File: config.mk
export PLATFORM = sky130hd
export DESIGN_NAME = line_edge_point_stepper
export DESIGN_NICKNAME = d
export VERILOG_FILES = /design/src/lesp_pkg.sv /design/src/lesp_front.sv /design/src/lesp_fifo.sv /design/src/lesp_back.sv /design/src/line_edge_point_stepper.sv
export SDC_FILE = /design/constraint.sdc
export NUM_CORES = 1
export LEC_CHECK = 0
export BUFFER_PORTS_ARGS = -buffer_cell sky130_fd_sc_hd__clkbuf_2
export CAP_MARGIN = 5
export CELL_PAD_IN_SITES_DETAIL_PLACEMENT = 2
export CELL_PAD_IN_SITES_GLOBAL_PLACEMENT = 2
export CORE_MARGIN = 2
export CORE_UTILIZATION = 37
export CTS_BUF_LIST = sky130_fd_sc_hd__clkbuf_2
export DETAILED_ROUTE_END_ITERATION = 6
export PLACE_DENSITY_LB_ADDON = 0.1
export SYNTH_ARGS = -nofsm -noshare
export SYNTH_HDL_FRONTEND = slang
export SYNTH_SLANG_ARGS = --single-unit
File: constraint.sdc
create_clock -name clock -period 6.8 [get_ports clock]
set_input_delay 1.36 -clock clock [delete_from_list [all_inputs] [get_ports clock]]
set_output_delay 1.36 -clock clock [all_outputs]
set_load 0.1 [all_outputs]
File: src/lesp_pkg.sv
// lesp_pkg: shared types and constants for the line edge point stepper
// no dependencies; imported by every module of the block
`timescale 1ns / 1ps
`default_nettype none

package lesp_pkg;

   // action codes carried in the request word
   localparam logic ACT_START = 1'b0;
   localparam logic ACT_STEP  = 1'b1;

   // screen height register
   localparam int unsigned HEIGHT_W = 15;
   localparam logic [HEIGHT_W-1:0] HEIGHT_RESET = 15'd480;

   // depth of the queue between front and back
   localparam int unsigned QUEUE_DEPTH = 2;

   // queue status seen by the back end
   typedef struct packed {
      logic not_empty;
      logic full;
   } lesp_qstat_type;

endpackage

`default_nettype wire

File: src/lesp_front.sv
// lesp_front: takes request words, forms deltas and step signs, packs a queue entry
// depends on lesp_pkg
`timescale 1ns / 1ps
`default_nettype none

module lesp_front
   import lesp_pkg::*;
#(
   parameter int COORD_BITS = 16,
   parameter int TAG_BITS   = 16,
   parameter int ENTRY_W    = 3 + 4 * COORD_BITS + 2 * TAG_BITS
) (
   input  wire logic                         req_action,
   input  wire logic signed [COORD_BITS-1:0] req_start_x,
   input  wire logic signed [COORD_BITS-1:0] req_start_y,
   input  wire logic signed [COORD_BITS-1:0] req_end_x,
   input  wire logic signed [COORD_BITS-1:0] req_end_y,
   input  wire logic        [TAG_BITS-1:0]   req_first_tag,
   input  wire logic        [TAG_BITS-1:0]   req_second_tag,
   output      logic        [ENTRY_W-1:0]    q_data
);

   logic signed [COORD_BITS:0] dx;
   logic signed [COORD_BITS:0] dy;
   logic        [COORD_BITS:0] dx_abs;
   logic        [COORD_BITS:0] dy_abs;

   // signed deltas, one bit wider than a coordinate
   assign dx = {req_end_x[COORD_BITS-1], req_end_x} - {req_start_x[COORD_BITS-1], req_start_x};
   assign dy = {req_end_y[COORD_BITS-1], req_end_y} - {req_start_y[COORD_BITS-1], req_start_y};

   // magnitudes; they always fit in an unsigned coordinate width
   assign dx_abs = dx[COORD_BITS] ? -dx : dx;
   assign dy_abs = dy[COORD_BITS] ? -dy : dy;

   // queue word: action, sign bits, start point, magnitudes, tags
   assign q_data = {req_action, dx[COORD_BITS], dy[COORD_BITS], req_start_x, req_start_y,
                    dx_abs[COORD_BITS-1:0], dy_abs[COORD_BITS-1:0],
                    req_first_tag, req_second_tag};

endmodule

`default_nettype wire

File: src/lesp_fifo.sv
// lesp_fifo: short register queue between the front and back ends
// depends on lesp_pkg (depth and status struct)
`timescale 1ns / 1ps
`default_nettype none

module lesp_fifo
   import lesp_pkg::*;
#(
   parameter int WIDTH = 99
) (
   input  wire logic             clock,
   input  wire logic             reset,
   input  wire logic             push,
   input  wire logic [WIDTH-1:0] push_data,
   input  wire logic             pop,
   output      logic [WIDTH-1:0] head_data,
   output      lesp_qstat_type   stat
);

   localparam int PTR_W = (QUEUE_DEPTH > 1) ? $clog2(QUEUE_DEPTH) : 1;
   localparam int CNT_W = $clog2(QUEUE_DEPTH + 1);
   localparam logic [CNT_W-1:0] CNT_FULL = CNT_W'(QUEUE_DEPTH);
   localparam logic [PTR_W-1:0] PTR_LAST = PTR_W'(QUEUE_DEPTH - 1);

   logic [WIDTH-1:0] slot_ff [QUEUE_DEPTH];
   logic [PTR_W-1:0] wr_ptr_ff, wr_ptr_in;
   logic [PTR_W-1:0] rd_ptr_ff, rd_ptr_in;
   logic [CNT_W-1:0] count_ff, count_in;
   logic             do_push;
   logic             do_pop;

   assign stat.not_empty = (count_ff != '0);
   assign stat.full      = (count_ff == CNT_FULL);
   assign do_push        = push && !stat.full;
   assign do_pop         = pop && stat.not_empty;
   assign head_data      = slot_ff[rd_ptr_ff];

   // pointer and fill count update
   always_comb begin
      wr_ptr_in = wr_ptr_ff;
      rd_ptr_in = rd_ptr_ff;
      count_in  = count_ff;
      if (do_push) begin
         wr_ptr_in = (wr_ptr_ff == PTR_LAST) ? '0 : wr_ptr_ff + 1'b1;
      end
      if (do_pop) begin
         rd_ptr_in = (rd_ptr_ff == PTR_LAST) ? '0 : rd_ptr_ff + 1'b1;
      end
      if (do_push && !do_pop) begin
         count_in = count_ff + 1'b1;
      end else if (do_pop && !do_push) begin
         count_in = count_ff - 1'b1;
      end
   end

   always_ff @(posedge clock) begin
      if (reset) begin
         wr_ptr_ff <= '0;
         rd_ptr_ff <= '0;
         count_ff  <= '0;
      end else begin
         wr_ptr_ff <= wr_ptr_in;
         rd_ptr_ff <= rd_ptr_in;
         count_ff  <= count_in;
      end
   end

   // storage slots, no reset
   always_ff @(posedge clock) begin
      if (do_push) begin
         slot_ff[wr_ptr_ff] <= push_data;
      end
   end

   // fill count stays within the depth
   a_count_bound: assert property (@(posedge clock) disable iff (reset)
      count_ff <= CNT_FULL) else $error("queue count beyond depth");

   // a push while full never lands
   a_full_hold: assert property (@(posedge clock) disable iff (reset)
      (stat.full && !pop) |=> stat.full && $stable(wr_ptr_ff))
      else $error("queue overwritten while full");

endmodule

`default_nettype wire

File: src/lesp_back.sv
// lesp_back: edge state, bresenham step and result register
// depends on lesp_pkg
`timescale 1ns / 1ps
`default_nettype none

module lesp_back
   import lesp_pkg::*;
#(
   parameter int COORD_BITS = 16,
   parameter int TAG_BITS   = 16,
   parameter int ENTRY_W    = 3 + 4 * COORD_BITS + 2 * TAG_BITS
) (
   input  wire logic                         clock,
   input  wire logic                         reset,
   input  wire logic        [ENTRY_W-1:0]    q_data,
   input  wire lesp_qstat_type               q_stat,
   output      logic                         q_pop,
   input  wire logic        [HEIGHT_W-1:0]   screen_height,
   output      logic                         rsp_valid,
   input  wire logic                         rsp_stall,
   output      logic                         rsp_has_point,
   output      logic signed [COORD_BITS-1:0] rsp_point_x,
   output      logic signed [COORD_BITS-1:0] rsp_point_y,
   output      logic                         rsp_in_range,
   output      logic                         rsp_is_last,
   output      logic        [TAG_BITS-1:0]   rsp_tag_a,
   output      logic        [TAG_BITS-1:0]   rsp_tag_b
);

   localparam int ERR_W = COORD_BITS + 3;
   localparam int CMP_W = ((COORD_BITS > HEIGHT_W) ? COORD_BITS : HEIGHT_W) + 1;

   // unpacked queue word
   logic                  e_action;
   logic                  e_sx_neg;
   logic                  e_sy_neg;
   logic [COORD_BITS-1:0] e_x0;
   logic [COORD_BITS-1:0] e_y0;
   logic [COORD_BITS-1:0] e_adx;
   logic [COORD_BITS-1:0] e_ady;
   logic [TAG_BITS-1:0]   e_tag_a;
   logic [TAG_BITS-1:0]   e_tag_b;

   // edge state
   logic signed [COORD_BITS-1:0] cur_x_ff, cur_x_in;
   logic signed [COORD_BITS-1:0] cur_y_ff, cur_y_in;
   logic signed [ERR_W-1:0]      err_ff, err_in;
   logic signed [ERR_W-1:0]      inc_diag_ff, inc_diag_in;
   logic signed [ERR_W-1:0]      inc_straight_ff, inc_straight_in;
   logic                         sx_neg_ff, sx_neg_in;
   logic                         sy_neg_ff, sy_neg_in;
   logic                         major_x_ff, major_x_in;
   logic [COORD_BITS-1:0]        left_ff, left_in;
   logic [TAG_BITS-1:0]          tag_a_ff, tag_a_in;
   logic [TAG_BITS-1:0]          tag_b_ff, tag_b_in;

   // result register
   logic                         rsp_valid_ff, rsp_valid_in;
   logic                         has_point_ff, has_point_in;
   logic signed [COORD_BITS-1:0] point_x_ff, point_x_in;
   logic signed [COORD_BITS-1:0] point_y_ff, point_y_in;
   logic                         in_range_ff, in_range_in;
   logic                         is_last_ff, is_last_in;
   logic [TAG_BITS-1:0]          out_tag_a_ff, out_tag_a_in;
   logic [TAG_BITS-1:0]          out_tag_b_ff, out_tag_b_in;

   // start set-up values
   logic                  st_major_x;
   logic [COORD_BITS-1:0] st_major;
   logic [COORD_BITS-1:0] st_minor;
   logic [ERR_W-1:0]      st_minor2;
   logic [ERR_W-1:0]      st_major2;
   logic [ERR_W-1:0]      st_major1;

   // step values
   logic                         err_pos;
   logic                         move_x;
   logic                         move_y;
   logic signed [COORD_BITS-1:0] step_x;
   logic signed [COORD_BITS-1:0] step_y;
   logic signed [CMP_W-1:0]      cy_ext;
   logic signed [CMP_W-1:0]      h_ext;
   logic                         y_in_range;

   assign {e_action, e_sx_neg, e_sy_neg, e_x0, e_y0, e_adx, e_ady, e_tag_a, e_tag_b} = q_data;

   // take a word whenever the result register is free or being emptied
   assign q_pop = q_stat.not_empty && (!rsp_valid_ff || !rsp_stall);

   // start: pick the major axis and form the increments
   assign st_major_x = (e_ady < e_adx);
   assign st_major   = st_major_x ? e_adx : e_ady;
   assign st_minor   = st_major_x ? e_ady : e_adx;
   assign st_minor2  = {2'b00, st_minor, 1'b0};
   assign st_major2  = {2'b00, st_major, 1'b0};
   assign st_major1  = {3'b000, st_major};

   // step: error sign, moves and range test
   assign err_pos = !err_ff[ERR_W-1] && (err_ff != '0);
   assign move_x  = major_x_ff || err_pos;
   assign move_y  = !major_x_ff || err_pos;
   assign step_x  = sx_neg_ff ? cur_x_ff - 1'b1 : cur_x_ff + 1'b1;
   assign step_y  = sy_neg_ff ? cur_y_ff - 1'b1 : cur_y_ff + 1'b1;
   assign cy_ext  = {{(CMP_W-COORD_BITS){cur_y_ff[COORD_BITS-1]}}, cur_y_ff};
   assign h_ext   = {{(CMP_W-HEIGHT_W){1'b0}}, screen_height};
   assign y_in_range = (cy_ext > 0) && (cy_ext < h_ext);

   // next state and next result
   always_comb begin
      cur_x_in        = cur_x_ff;
      cur_y_in        = cur_y_ff;
      err_in          = err_ff;
      inc_diag_in     = inc_diag_ff;
      inc_straight_in = inc_straight_ff;
      sx_neg_in       = sx_neg_ff;
      sy_neg_in       = sy_neg_ff;
      major_x_in      = major_x_ff;
      left_in         = left_ff;
      tag_a_in        = tag_a_ff;
      tag_b_in        = tag_b_ff;

      rsp_valid_in  = rsp_valid_ff && rsp_stall;
      has_point_in  = has_point_ff;
      point_x_in    = point_x_ff;
      point_y_in    = point_y_ff;
      in_range_in   = in_range_ff;
      is_last_in    = is_last_ff;
      out_tag_a_in  = out_tag_a_ff;
      out_tag_b_in  = out_tag_b_ff;

      if (q_pop) begin
         rsp_valid_in = 1'b1;
         has_point_in = 1'b0;
         point_x_in   = '0;
         point_y_in   = '0;
         in_range_in  = 1'b0;
         is_last_in   = 1'b0;
         out_tag_a_in = '0;
         out_tag_b_in = '0;
         case (e_action)
            ACT_START: begin
               cur_x_in        = e_x0;
               cur_y_in        = e_y0;
               sx_neg_in       = e_sx_neg;
               sy_neg_in       = e_sy_neg;
               major_x_in      = st_major_x;
               inc_straight_in = st_minor2;
               inc_diag_in     = st_minor2 - st_major2;
               err_in          = st_minor2 - st_major1;
               left_in         = st_major;
               tag_a_in        = e_tag_a;
               tag_b_in        = e_tag_b;
            end
            ACT_STEP: begin
               if (left_ff != '0) begin
                  has_point_in = 1'b1;
                  point_x_in   = cur_x_ff;
                  point_y_in   = cur_y_ff;
                  in_range_in  = y_in_range;
                  is_last_in   = (left_ff == COORD_BITS'(1));
                  out_tag_a_in = tag_a_ff;
                  out_tag_b_in = tag_b_ff;
                  err_in       = err_ff + (err_pos ? inc_diag_ff : inc_straight_ff);
                  if (move_x) begin
                     cur_x_in = step_x;
                  end
                  if (move_y) begin
                     cur_y_in = step_y;
                  end
                  left_in = left_ff - 1'b1;
               end
            end
            default: begin
               rsp_valid_in = 1'b1;
            end
         endcase
      end
   end

   // edge state registers
   always_ff @(posedge clock) begin
      if (reset) begin
         cur_x_ff        <= '0;
         cur_y_ff        <= '0;
         err_ff          <= '0;
         inc_diag_ff     <= '0;
         inc_straight_ff <= '0;
         sx_neg_ff       <= 1'b0;
         sy_neg_ff       <= 1'b0;
         major_x_ff      <= 1'b0;
         left_ff         <= '0;
         tag_a_ff        <= '0;
         tag_b_ff        <= '0;
         rsp_valid_ff    <= 1'b0;
      end else begin
         cur_x_ff        <= cur_x_in;
         cur_y_ff        <= cur_y_in;
         err_ff          <= err_in;
         inc_diag_ff     <= inc_diag_in;
         inc_straight_ff <= inc_straight_in;
         sx_neg_ff       <= sx_neg_in;
         sy_neg_ff       <= sy_neg_in;
         major_x_ff      <= major_x_in;
         left_ff         <= left_in;
         tag_a_ff        <= tag_a_in;
         tag_b_ff        <= tag_b_in;
         rsp_valid_ff    <= rsp_valid_in;
      end
   end

   // result payload, no reset
   always_ff @(posedge clock) begin
      has_point_ff <= has_point_in;
      point_x_ff   <= point_x_in;
      point_y_ff   <= point_y_in;
      in_range_ff  <= in_range_in;
      is_last_ff   <= is_last_in;
      out_tag_a_ff <= out_tag_a_in;
      out_tag_b_ff <= out_tag_b_in;
   end

   assign rsp_valid     = rsp_valid_ff;
   assign rsp_has_point = has_point_ff;
   assign rsp_point_x   = point_x_ff;
   assign rsp_point_y   = point_y_ff;
   assign rsp_in_range  = in_range_ff;
   assign rsp_is_last   = is_last_ff;
   assign rsp_tag_a     = out_tag_a_ff;
   assign rsp_tag_b     = out_tag_b_ff;

   // a word without a point carries nothing else
   a_empty_word: assert property (@(posedge clock) disable iff (reset)
      (rsp_valid && !rsp_has_point) |->
         (rsp_point_x == '0) && (rsp_point_y == '0) && !rsp_in_range && !rsp_is_last &&
         (rsp_tag_a == '0) && (rsp_tag_b == '0))
      else $error("empty result word carries data");

   // a last point leaves the edge exhausted
   a_last_clears: assert property (@(posedge clock) disable iff (reset)
      (q_pop && e_action == ACT_STEP && left_ff == COORD_BITS'(1)) |=> (left_ff == '0))
      else $error("edge not exhausted after last point");

   // in range only for points strictly above row zero
   a_range_row: assert property (@(posedge clock) disable iff (reset)
      (rsp_valid && rsp_in_range) |-> (rsp_has_point && rsp_point_y > 0))
      else $error("in-range flag on a row at or below zero");

endmodule

`default_nettype wire

File: src/line_edge_point_stepper.sv
// line_edge_point_stepper: top level of the bresenham edge stepper
// depends on lesp_pkg, lesp_front, lesp_fifo, lesp_back
//
//   port group | direction | handshake          | contents
//   req_       | in        | req_valid/req_stall| action, endpoints, vertex tags
//   rsp_       | out       | rsp_valid/rsp_stall| point, range flag, last flag, tags
//   csr_       | in        | csr_valid/csr_ready| screen height
//
// one word per cycle sustained while rsp_stall is low; each word is registered in a queue slot
// and then passes through the single add-and-compare step into the result register
// the two-slot queue lets the request side keep flowing while a result is stalled
// synchronous active-high reset clears the edge (no points left) and the height to 480
// csr writes are always taken and belong to idle periods
`timescale 1ns / 1ps
`default_nettype none

module line_edge_point_stepper
   import lesp_pkg::*;
#(
   parameter int COORD_BITS = 16,
   parameter int TAG_BITS   = 16
) (
   input  wire logic                         clock,
   input  wire logic                         reset,
   input  wire logic                         req_valid,
   output      logic                         req_stall,
   input  wire logic                         req_action,
   input  wire logic signed [COORD_BITS-1:0] req_start_x,
   input  wire logic signed [COORD_BITS-1:0] req_start_y,
   input  wire logic signed [COORD_BITS-1:0] req_end_x,
   input  wire logic signed [COORD_BITS-1:0] req_end_y,
   input  wire logic        [TAG_BITS-1:0]   req_first_tag,
   input  wire logic        [TAG_BITS-1:0]   req_second_tag,
   output      logic                         rsp_valid,
   input  wire logic                         rsp_stall,
   output      logic                         rsp_has_point,
   output      logic signed [COORD_BITS-1:0] rsp_point_x,
   output      logic signed [COORD_BITS-1:0] rsp_point_y,
   output      logic                         rsp_in_range,
   output      logic                         rsp_is_last,
   output      logic        [TAG_BITS-1:0]   rsp_tag_a,
   output      logic        [TAG_BITS-1:0]   rsp_tag_b,
   input  wire logic                         csr_valid,
   output      logic                         csr_ready,
   input  wire logic        [HEIGHT_W-1:0]   csr_screen_height
);

   localparam int ENTRY_W = 3 + 4 * COORD_BITS + 2 * TAG_BITS;

   logic [HEIGHT_W-1:0] height_ff, height_in;
   logic [ENTRY_W-1:0]  push_word;
   logic [ENTRY_W-1:0]  head_word;
   lesp_qstat_type      q_stat;
   logic                q_pop;

   // height register
   assign csr_ready = 1'b1;
   assign height_in = (csr_valid && csr_ready) ? csr_screen_height : height_ff;

   always_ff @(posedge clock) begin
      if (reset) begin
         height_ff <= HEIGHT_RESET;
      end else begin
         height_ff <= height_in;
      end
   end

   // request side stalls only on a full queue
   assign req_stall = q_stat.full;

   lesp_front #(
      .COORD_BITS (COORD_BITS),
      .TAG_BITS   (TAG_BITS),
      .ENTRY_W    (ENTRY_W)
   ) u_front (
      .req_action     (req_action),
      .req_start_x    (req_start_x),
      .req_start_y    (req_start_y),
      .req_end_x      (req_end_x),
      .req_end_y      (req_end_y),
      .req_first_tag  (req_first_tag),
      .req_second_tag (req_second_tag),
      .q_data         (push_word)
   );

   lesp_fifo #(
      .WIDTH (ENTRY_W)
   ) u_fifo (
      .clock     (clock),
      .reset     (reset),
      .push      (req_valid),
      .push_data (push_word),
      .pop       (q_pop),
      .head_data (head_word),
      .stat      (q_stat)
   );

   lesp_back #(
      .COORD_BITS (COORD_BITS),
      .TAG_BITS   (TAG_BITS),
      .ENTRY_W    (ENTRY_W)
   ) u_back (
      .clock         (clock),
      .reset         (reset),
      .q_data        (head_word),
      .q_stat        (q_stat),
      .q_pop         (q_pop),
      .screen_height (height_ff),
      .rsp_valid     (rsp_valid),
      .rsp_stall     (rsp_stall),
      .rsp_has_point (rsp_has_point),
      .rsp_point_x   (rsp_point_x),
      .rsp_point_y   (rsp_point_y),
      .rsp_in_range  (rsp_in_range),
      .rsp_is_last   (rsp_is_last),
      .rsp_tag_a     (rsp_tag_a),
      .rsp_tag_b     (rsp_tag_b)
   );

endmodule

`default_nettype wire

==> reports/results.txt <==
CTS H-tree lvls -> 3
DR pass1 iterations -> 5
slowest stage delay, CP -> 620 ps
Vias/cell -> 5.43
area of placed instances -> 24500 µm²
Die Width -> 252 µm
TritonCTS Buffers -> 116
Slew headroom -> 0.315
Slew Limit Fails -> 0
DP HPWL -> 53900 µm
Hold Vio Cnt, Final -> 0
detailed-route DRC error count -> 0
Clock Latency Late Sink -> 1210 ps
post-synth top area share -> 0.351
cells after synthesis -> 2244
dpl ws -> 271 ps
CP Buf/Inv Count -> 3
CP cell instances -> buf_12 -> mux2i_1 -> inv_1 -> ha_1 -> nand2_2 -> nor3_1 -> o22ai_1 -> o21ai_4 -> buf_4 -> nor2_1 -> a21oi_1 -> ha_1 -> or2_2 -> a21oi_1 -> a31oi_1 -> o221ai_1 -> nor4b_1 -> nor3_1 -> a21oi_1 -> a31oi_1 -> xnor2_1 -> nor2_1 -> a2111oi_0
Register Area -> 11100 µm²
core area -> 60500 µm²
Yosys reg bits -> 421
min cycle time layout -> 6150 ps
Post-synth top flop -> edfxtp_1
worst-path fanout max -> 21
top cells by area, synth -> edfxtp_1 35%, dfxtp_1 14%, ha_1 6.8%
clock tree buffer depth -> 3
Max Fclk -> 163 MHz
most numerous cell in the Yosys netlist -> edfxtp_1
Finished Cell Area -> 25700 µm²
Synth cell types -> 88
Initial Utilization -> 0.375
Total Wirelength -> 74900 µm
EDFF count, synth -> 265
Hold-fix buffers, CTS -> 0
mapped cell area -> 22700 µm²
Synth top cells by count -> 265 x edfxtp_1, 233 x nor2_1, 183 x nand2_1
post-synthesis sequential area ratio -> 0.488
Max Cap Viol -> 0
port bufs -> 185
synth-to-layout area growth -> 13.0%
Slowest-stage cell, CP -> dfxtp_4
share of cells above drive strength 1 -> 0.188
final worst slack -> 647 ps
GRT Total Usage -> 0.234
CP Capture Type -> flop
Via Count -> 18300
fin crit share -> 0.905
first-pass GRT wire length -> 115000 µm
largest net degree at the start of global routing -> 151
antenna-violating nets left -> 0
die area -> 63400 µm²
number of global-route vias before repair -> 20000
routed length per instance -> 22.3 µm
CP arrival -> 7180 ps
Worst Path Required -> 7830 ps
Yosys warnings -> 0
cell mode on critical path -> a21oi_1
Worst-path clk slew -> 110 ps
Mapped Nets -> 2491
RePlAce Congestion -> 0.851
average size of a mapped cell -> 10.1 µm²
initial drt markers -> 829
initial antenna violation count -> 5
CTS Sinks -> 421
Congestion Overflow GR -> 0
Worst setup SP type -> flop
Tightest Hold Check Type -> in -> reg
area leader, netlist -> edfxtp_1
post-route setup TNS -> 0 ps
Clock Root Buffer -> clkbuf_2
Critical Setup Path Class -> reg -> reg
num ports -> 187
TritonCTS clock tree -> built
RSZ-0062 raised after global routing -> no
Finish-stage setup viols -> 0
status -> complete, no violations
Multi-input gate area -> 10900 µm²
worst-margin pin slew -> 1030 ps
die height -> 252 µm
Filler cells -> 6505
cell family with most CP delay -> compound AO/OA/AOI/OAI gates
Final Skew -> 117 ps
post-layout net count -> 2729
Post-synth ARST share -> 0
std cell rows -> 90
==> metrics by stage <==
step / cells / util / hold WS [ps]
6_report: 3365 / 0.424 / 335
5_1_grt: 3365 / 0.424 / 152
4_1_cts: 3361 / 0.424 / 133
3_5_place_dp: 3145 / 0.405 / 441
3_3_place_gp: 3145 / 0.405 / 438
2_1_floorplan: 2244 / - / 416
==> layer usage <==
layer,track usage,share of wire,up-vias
met5,0,0,-
met4,0.0706,0.022,0
met3,0.0402,0.037,111
met2,0.408,0.49,341
met1,0.297,0.45,9156
li1,-,-,8653
==> sequential cells by signal, indices dropped and copies added (netlist names), 2 cells and up, named ones only <==
name,flops
u_back.rsp_point_x,16
u_back.inc_straight_ff,16
u_fifo.slot_ff,198
u_back.cur_y_ff,16
u_back.rsp_point_y,16
u_back.cur_x_ff,16
u_back.rsp_tag_a,16
u_fifo.count_ff,2
u_back.left_ff,16
u_back.tag_a_ff,16
u_back.inc_diag_ff,17
u_back.rsp_tag_b,16
height_ff,15
u_back.err_ff,19
u_back.tag_b_ff,16
==> what timing repair did <==
item	in CTS	in global routing
setup buffers	0	1
endpoints found under the hold margin	0	0
resized for setup	0	3
setup endpoints to repair	0	2
==> final timing paths <==
check,to,slack [ps],depth (start not counted),start
worst max-delay path,u_back.err_ff[14],650,23,flop
worst min register to register,u_back.inc_diag_ff[2],460,2,u_back.inc_diag_ff[2]
worst max register to register,u_back.err_ff[14],650,23,flop
worst min-delay path,u_fifo.slot_ff[1][19],340,1,req_first_tag[3]
==> layout by cell type, fill, tap and decap left out, drive strengths merged, types with 67 or more instances in the layout <==
cell type / instances
nor2: 235
and2: 67
inv: 118
xnor2: 88
a211oi: 77
clkbuf: 357
edfxtp: 265
dfxtp: 156
ha: 124
o21ai: 110
nand2: 184
mux2i: 105
a21oi: 167
nor3: 68
==> final cells by class <==
class / instances / area share
Clock buffer: 173 / 0.0337
Timing Repair Buffer: 214 / 0.0461
Multi-Input combinational cell: 1611 / 0.423
Tap cell: 782 / 0.0381
Sequential cell: 421 / 0.432
Clock inverter: 43 / 0.00907
Antenna cell: 3 / 0.000293
Inverter: 118 / 0.0173
==> cells by family after synthesis <==
logic type	Yosys count	synth area share
flops	421	0.488
other cells	1	0.000165
mux	147	0.0673
compound gates	508	0.142
fa+ha+maj	132	0.0745
simple gates	703	0.145
xor+xnor	120	0.0463
buf+inv	212	0.0366
Power is not shown: default switching activity piles up to over one toggle a cycle in this logic, so the estimate is an artifact.
